$ cat src/e2bmw_pkg.sv
`timescale 1ns / 1ps
package e2bmw_pkg;

	localparam int DIRECT_SLOTS_DEF = 12;
	localparam int GROUP_DESC_BYTES_DEF = 32;
	localparam int MAX_BLOCK_BYTES_DEF = 4096;

	localparam logic [43:0] GD_TABLE_WORD_OFFSET = 44'd8;
	localparam logic [43:0] INODE_SLOTS_OFFSET = 44'd40;

	localparam logic [1:0] K_READ = 2'd0;
	localparam logic [1:0] K_DONE = 2'd1;
	localparam logic [1:0] K_ERR = 2'd2;
	localparam logic [1:0] K_RANGE = 2'd3;

	localparam logic [1:0] REG_BLOCK_SIZE_LOG2 = 2'd0;
	localparam logic [1:0] REG_INODES_PER_GROUP = 2'd1;
	localparam logic [1:0] REG_INODE_RECORD_BYTES = 2'd2;
	localparam logic [1:0] REG_FIRST_DATA_BLOCK = 2'd3;

	typedef struct packed {
		logic        action;
		logic [31:0] ino_num;
		logic [31:0] file_block;
		logic [31:0] read_word;
	} in_item_t;

	typedef struct packed {
		logic [1:0]  kind;
		logic [43:0] read_address;
		logic [31:0] volume_block;
	} out_item_t;

	// classified job handed from front to back
	typedef struct packed {
		logic [2:0]  op;
		logic [31:0] ino_idx;
		logic [31:0] word;
		logic [31:0] rem;
		logic [3:0]  slot;
		logic [1:0]  levels;
	} job_t;

	localparam logic [2:0] OP_ERR = 3'd0;
	localparam logic [2:0] OP_RANGE = 3'd1;
	localparam logic [2:0] OP_START = 3'd2;
	localparam logic [2:0] OP_GROUP = 3'd3;
	localparam logic [2:0] OP_WORD = 3'd4;

endpackage

$ cat src/e2bmw_front.sv
`timescale 1ns / 1ps
module e2bmw_front #(
	parameter int DIRECT_SLOTS = e2bmw_pkg::DIRECT_SLOTS_DEF
) (
	input  logic                 clk,
	input  logic                 arst_n,
	input  logic                 take,
	input  e2bmw_pkg::in_item_t  item,
	input  logic [3:0]           bl,
	input  logic                 walking,
	output e2bmw_pkg::job_t      job
);
	logic [4:0]  cl;
	logic [33:0] r, n1, n2, n3;
	e2bmw_pkg::job_t j;

	assign cl = 5'(bl) - 5'd2;

	always_comb begin
		n1 = 34'd1 << cl;
		n2 = n1 << cl;
		n3 = n2 << cl;
		r = 34'(item.file_block) - 34'(DIRECT_SLOTS);
		j = '0;
		j.ino_idx = item.ino_num - 32'd1;
		j.word = item.read_word;
		if (item.action) begin
			j.op = e2bmw_pkg::OP_WORD;
		end else if (walking || item.ino_num == 32'd0) begin
			j.op = e2bmw_pkg::OP_ERR;
		end else if (item.file_block < 32'(DIRECT_SLOTS)) begin
			j.op = e2bmw_pkg::OP_START;
			j.slot = item.file_block[3:0];
		end else if (r < n1) begin
			j.op = e2bmw_pkg::OP_START;
			j.slot = 4'(DIRECT_SLOTS);
			j.levels = 2'd1;
			j.rem = r[31:0];
		end else if (r - n1 < n2) begin
			j.op = e2bmw_pkg::OP_START;
			j.slot = 4'(DIRECT_SLOTS + 1);
			j.levels = 2'd2;
			j.rem = 32'(r - n1);
		end else if (r - n1 - n2 < n3) begin
			j.op = e2bmw_pkg::OP_START;
			j.slot = 4'(DIRECT_SLOTS + 2);
			j.levels = 2'd3;
			j.rem = 32'(r - n1 - n2);
		end else begin
			j.op = e2bmw_pkg::OP_RANGE;
		end
	end

	always_ff @(posedge clk or negedge arst_n) begin
		if (!arst_n) begin
			job <= '0;
		end else if (take) begin
			job <= j;
		end
	end
endmodule

$ cat src/e2bmw_back.sv
`timescale 1ns / 1ps
module e2bmw_back #(
	parameter int GROUP_DESC_BYTES = e2bmw_pkg::GROUP_DESC_BYTES_DEF
) (
	input  logic                 clk,
	input  logic                 arst_n,
	input  logic                 go,
	input  e2bmw_pkg::job_t      job,
	input  logic [3:0]           bl,
	input  logic [31:0]          ipg,
	input  logic [12:0]          rec_bytes,
	input  logic                 fdb,
	output logic                 busy,
	output logic                 walking,
	output logic                 strobe,
	output e2bmw_pkg::out_item_t result
);
	typedef enum logic [2:0] {IDLE, DIV, EMIT_GRP, WAIT_GRP, WAIT_WORD} ph_t;
	ph_t ph_q;
	logic [31:0] quo_q, rem_q, den_q, rix_q;
	logic [5:0]  cnt_q;
	logic [3:0]  slot_q;
	logic [1:0]  lv_q;
	logic [32:0] trial;
	logic [4:0]  cl;
	logic [1:0]  lvn;
	logic [31:0] idx;
	logic [63:0] prod;

	assign cl = 5'(bl) - 5'd2;
	assign lvn = lv_q - 2'd1;
	assign idx = (rix_q >> (6'(cl) * 6'(lvn))) & ((32'd1 << cl) - 32'd1);
	assign trial = {rem_q, quo_q[31]} - {1'b0, den_q};
	assign prod = 64'(rem_q) * 64'(rec_bytes);
	assign busy = ph_q == DIV || ph_q == EMIT_GRP;
	assign walking = ph_q != IDLE;

	always_ff @(posedge clk or negedge arst_n) begin
		if (!arst_n) begin
			ph_q <= IDLE;
			strobe <= 1'b0;
			result <= '0;
			quo_q <= '0;
			rem_q <= '0;
			den_q <= '0;
			lv_q <= '0;
			slot_q <= '0;
			rix_q <= '0;
			cnt_q <= '0;
		end else begin
			strobe <= 1'b0;
			result <= '0;
			unique case (ph_q)
				DIV: begin
					quo_q <= {quo_q[30:0], ~trial[32]};
					rem_q <= trial[32] ? {rem_q[30:0], quo_q[31]} : trial[31:0];
					cnt_q <= cnt_q - 6'd1;
					if (cnt_q == 6'd1) ph_q <= EMIT_GRP;
				end
				EMIT_GRP: begin
					strobe <= 1'b1;
					result.kind <= e2bmw_pkg::K_READ;
					result.read_address <= (44'({1'b0, fdb} + 2'd1) << bl)
						+ 44'(quo_q) * 44'(GROUP_DESC_BYTES)
						+ e2bmw_pkg::GD_TABLE_WORD_OFFSET;
					ph_q <= WAIT_GRP;
				end
				default: begin
					if (go) begin
						strobe <= 1'b1;
						if (job.op == e2bmw_pkg::OP_START) begin
							quo_q <= job.ino_idx;
							rem_q <= '0;
							den_q <= (ipg == 32'd0) ? 32'd1 : ipg;
							cnt_q <= 6'd32;
							slot_q <= job.slot;
							lv_q <= job.levels;
							rix_q <= job.rem;
							strobe <= 1'b0;
							ph_q <= DIV;
						end else if (job.op == e2bmw_pkg::OP_RANGE) begin
							result.kind <= e2bmw_pkg::K_RANGE;
						end else if (job.op == e2bmw_pkg::OP_WORD && ph_q == WAIT_GRP) begin
							result.kind <= e2bmw_pkg::K_READ;
							result.read_address <= (44'(job.word) << bl) + prod[43:0]
								+ e2bmw_pkg::INODE_SLOTS_OFFSET + 44'({slot_q, 2'b00});
							ph_q <= WAIT_WORD;
						end else if (job.op == e2bmw_pkg::OP_WORD && ph_q == WAIT_WORD) begin
							if (lv_q == 2'd0) begin
								result.kind <= e2bmw_pkg::K_DONE;
								result.volume_block <= job.word;
								ph_q <= IDLE;
							end else begin
								lv_q <= lvn;
								result.kind <= e2bmw_pkg::K_READ;
								result.read_address <= (44'(job.word) << bl)
									+ 44'({idx, 2'b00});
							end
						end else begin
							result.kind <= e2bmw_pkg::K_ERR;
						end
					end
				end
			endcase
		end
	end
endmodule

$ cat src/ext2_block_map_walker.sv
`timescale 1ns / 1ps
// ext2 block map walker: start a request (translate or returned read word) when busy is low;
// each request gives one result, strobed for one cycle, that the receiver must take then.
// a translate request is classified and registered, then a radix-2 divider splits the inode
// number by inodes per group; busy stays high until the group read is emitted; every
// other request passes the classifier's job register and the walker's result register without
// the divider, and busy is high only while its job is queued
module ext2_block_map_walker #(
	parameter int DIRECT_SLOTS = e2bmw_pkg::DIRECT_SLOTS_DEF,
	parameter int GROUP_DESC_BYTES = e2bmw_pkg::GROUP_DESC_BYTES_DEF,
	parameter int MAX_BLOCK_BYTES = e2bmw_pkg::MAX_BLOCK_BYTES_DEF
) (
	input  logic                 clk,
	input  logic                 arst_n,
	input  logic                 start,
	output logic                 busy,
	input  e2bmw_pkg::in_item_t  request,
	output logic                 strobe,
	output e2bmw_pkg::out_item_t result,
	input  logic                 cfg_valid,
	output logic                 cfg_ready,
	input  logic [1:0]           cfg_index,
	input  logic [31:0]          cfg_data
);
	// largest block size log2 that still fits in the maximum block size
	localparam logic [3:0] MAX_LOG2 = 4'($clog2(MAX_BLOCK_BYTES + 1) - 1);

	// configuration registers
	logic [3:0]  bsl_q;
	logic [31:0] ipg_q;
	logic [12:0] rec_q;
	logic        fdb_q;
	logic [3:0]  bl;
	// single-entry queue between classifier and walker
	logic            go_q;
	logic            back_busy, walking;
	e2bmw_pkg::job_t job;
	logic            take;

	assign cfg_ready = 1'b1;
	assign bl = (bsl_q < 4'd10) ? 4'd10 : (bsl_q > MAX_LOG2) ? MAX_LOG2 : bsl_q;
	// hold off while the queue is full, the divider runs or the group read is emitted
	assign busy = go_q || back_busy;
	assign take = start && !busy;

	always_ff @(posedge clk or negedge arst_n) begin
		if (!arst_n) begin
			bsl_q <= 4'd10;
			ipg_q <= 32'd8192;
			rec_q <= 13'd128;
			fdb_q <= 1'b1;
			go_q <= 1'b0;
		end else begin
			go_q <= take;
			if (cfg_valid && cfg_ready) begin
				unique case (cfg_index)
					e2bmw_pkg::REG_BLOCK_SIZE_LOG2: bsl_q <= cfg_data[3:0];
					e2bmw_pkg::REG_INODES_PER_GROUP: ipg_q <= cfg_data;
					e2bmw_pkg::REG_INODE_RECORD_BYTES: rec_q <= cfg_data[12:0];
					e2bmw_pkg::REG_FIRST_DATA_BLOCK: fdb_q <= cfg_data[0];
				endcase
			end
		end
	end

	e2bmw_front #(.DIRECT_SLOTS(DIRECT_SLOTS)) u_front (
		.clk(clk), .arst_n(arst_n), .take(take), .item(request), .bl(bl),
		.walking(walking), .job(job)
	);

	e2bmw_back #(.GROUP_DESC_BYTES(GROUP_DESC_BYTES)) u_back (
		.clk(clk), .arst_n(arst_n), .go(go_q), .job(job), .bl(bl), .ipg(ipg_q),
		.rec_bytes(rec_q), .fdb(fdb_q), .busy(back_busy), .walking(walking),
		.strobe(strobe), .result(result)
	);
endmodule

$ cat config.mk
export PLATFORM = sky130hd
export DESIGN_NAME = ext2_block_map_walker
export DESIGN_NICKNAME = d
export VERILOG_FILES = /design/src/e2bmw_pkg.sv /design/src/e2bmw_front.sv /design/src/e2bmw_back.sv /design/src/ext2_block_map_walker.sv
export SDC_FILE = /design/constraint.sdc
export NUM_CORES = 2
export LEC_CHECK = 0
export ABC_AREA = 1
export BUFFER_PORTS_ARGS = -buffer_cell sky130_fd_sc_hd__buf_4
export CAP_MARGIN = 15
export CORE_UTILIZATION = 25
export CTS_CLUSTER_SIZE = 20
export DETAILED_ROUTE_END_ITERATION = 10
export PLACE_DENSITY_LB_ADDON = 0.05
export SYNTH_ARGS = -nofsm -noshare
export SYNTH_HDL_FRONTEND = slang
export SYNTH_SLANG_ARGS = --single-unit
export TNS_END_PERCENT = 100
$ cat constraint.sdc
create_clock -name clk -period 9.36 [get_ports clk]
set_input_delay 0.936 -clock clk [delete_from_list [all_inputs] [get_ports clk]]
set_output_delay 0.936 -clock clk [all_outputs]
set_load 0.01 [all_outputs]
==> run metrics <==
# rows 159; GRT Residual Overflow 0; max frequency 0.129 GHz; critical path peak fanout 47; synth-to-layout area growth 13.4%; Die Width 437 um; largest net degree at the start of global routing 147; Multi-input gate area 0.0326 mm2; Gate Count Post-Synth 7095; MaxCap Viol Count 0; CTS resizes 0; final setup fails 0; Max Root-Sink Buffers 3; DR WL/cell 21.0 um; Reg area 0.00947 mm2; run status completed; Post-synth ARST share 1.00; core area 0.188 mm2; DP HPWL 169 mm; global routing usage on met1 0.307; DR pass1 iterations 6; CP arrival 8270 ps; Crit. End Element flip-flop; layer with the highest usage met2; first-pass GRT wire length 307 mm; Fin. Hold Viols 0; DR vias/cell 4.58; RSZ-0062 raised after global routing no; most common cell after layout, fill and taps aside nand2_1; Slew Viols, Final 0; met2 usage in global routing 0.340; number of antenna violations at the first check in global routing 13; Num CTS Buffers 50; io pins 216; hold buffers post-CTS 0; period utilisation layout 0.825; layout cells sized above 1 0.0649; Hold WC Path Type in2async; slew margin rel. 0.128; DRC 0; CTS tree built; CTS Sinks 378; Starting Density 0.252; Post-CTS Setup Inserts 0; routability congestion estimate 0.932; vias in the first global route 45.5k; Post-synth EDFFs 0; clk_lat worst skew 660 ps; Synthesis Warnings 0; Post-Syn Area per Cell 6.67 um2; H-tree depth 2; post-route ant nets 0; clock-pin slew on the worst setup and hold paths 60 ps; Synth Cell Area 0.0473 mm2; met3 usage 0.0268; Min Clock Period, post-route 7730 ps; post-synthesis cell type count 61; Via Count 45.1k; Synth Flop Type dfrtp_1; die area 0.191 mm2; Initial DRC Count 3310; IO buf count 214; required time of the critical path 9910 ps; Yosys reg bits 378; fillcell total 21.2k; total negative slack 0 ps; root buffer cell clkbuf_16; startpoint type of the worst setup path flip-flop; net count reported at finish 8152; sequential fraction of the synthesis area 0.200; Clock Skews 63.0 ps; total wire length 206 mm; worst slew pin tran 1290 ps; critical path type reg2reg; commonest cells after routing, fill and taps aside nand2_1, inv_1, nor2_1; Die H 437 um; hold_ws 223 ps; GRT Total Usage 0.215
## cells by family after synthesis
family | share of synthesized area
compound gates | 0.100
xor+xnor | 0.0226
fa+ha+maj | 0.250
buf+inv | 0.120
flops | 0.200
mux | 0.000634
other cells | 0.000159
simple gates | 0.307
## area by class of cell
| cell class | count | share of cell area |
|---|---|---|
| multi-input combinational | 5354 | 0.608 |
| sequential | 378 | 0.176 |
| inverter | 1228 | 0.0860 |
| tap | 2495 | 0.0581 |
| timing repair buffer | 288 | 0.0407 |
| clock buffer | 69 | 0.0265 |
| clock inverter | 18 | 0.00457 |
| antenna | 5 | 0.000233 |
## sequential cells by signal, summed over array words and instances, names as in the netlist
| name | count |
|---|---|
| fdb_q | 1 |
| u_back.ph_q | 3 |
| u_back.rem_q | 32 |
| u_back.lv_q | 2 |
| u_back.result | 78 |
| u_front.job | 105 |
| ipg_q | 32 |
| u_back.den_q | 32 |
| u_back.cnt_q | 6 |
| go_q | 1 |
| bsl_q | 4 |
| u_back.rix_q | 32 |
| rec_q | 13 |
| u_back.strobe | 1 |
| u_back.quo_q | 32 |
| u_back.slot_q | 4 |
## routing by layer
metal / wire, um / up-vias / part of all wire
li1: - / 22306 / -
met1: 100000 / 21683 / 0.49
met2: 90800 / 891 / 0.44
met3: 8900 / 180 / 0.043
met4: 6130 / 10 / 0.030
met5: 65 / - / 0.00032
## stage by stage
stage | cell area, um2 | worst slack, ps | utilization | instances
after floorplan | 47700 | 3110 | - | 7200
after global placement | 52000 | 1330 | 0.277 | 9738
after detailed placement | 52000 | 1440 | 0.277 | 9741
after CTS | 53700 | 1420 | 0.285 | 9828
final | 53700 | 1630 | 0.286 | 9835
after global routing | 53700 | 1140 | 0.286 | 9831
## critical path, cell delays in order, from the launching register on
cell and delay, ps:
dfrtp_1 460, nor2_4 330, nand2_4 190, buf_4 310
o21ai_0 200, inv_1 90, o21ai_0 990, ha_1 430
fa_1 540, inv_1 50, fa_1 480, fa_1 500
fa_1 490, inv_1 50, fa_1 460, ha_1 480
nand2_1 140, nor2_1 420, nand2_1 190, nor2_1 150
nand3_1 120, nand3_1 110, nand2_1 50, nand3_1 80
nand2_1 50, a21oi_1 210
## synth_stat cells, types with 55 or more instances
| cell | count | area [um2] |
|---|---|---|
| nor3_1 | 76 | 380 |
| dfrtp_1 | 373 | 9330 |
| ha_1 | 336 | 4200 |
| xor2_1 | 74 | 648 |
| nand2_1 | 2332 | 8750 |
| nor2_1 | 534 | 2000 |
| clkbuf_1 | 183 | 687 |
| inv_1 | 1204 | 4520 |
| nand4_1 | 74 | 463 |
| o21ai_1 | 55 | 275 |
| fa_1 | 381 | 7630 |
| a21oi_1 | 292 | 1460 |
| o21ai_0 | 373 | 1870 |
| nand3_1 | 397 | 1990 |
## final timing paths
check	startpoint	end	slack (ps)	cells past startpoint
setup reg to reg	bsl_q[2]	u_back.result[75]	1630	25
hold reg to reg	u_front.job[7]	u_back.rix_q[1]	420	2
setup / recovery	bsl_q[2]	u_back.result[75]	1630	25
max in group asynchronous	arst_n	u_back.rix_q[31]	7170	3
min in group clk	u_front.job[7]	u_back.rix_q[1]	420	2
hold / removal	arst_n	u_back.rem_q[1]	220	1
Power is not shown: default switching activity piles up to over one toggle a cycle in this logic, so the estimate is an artifact.
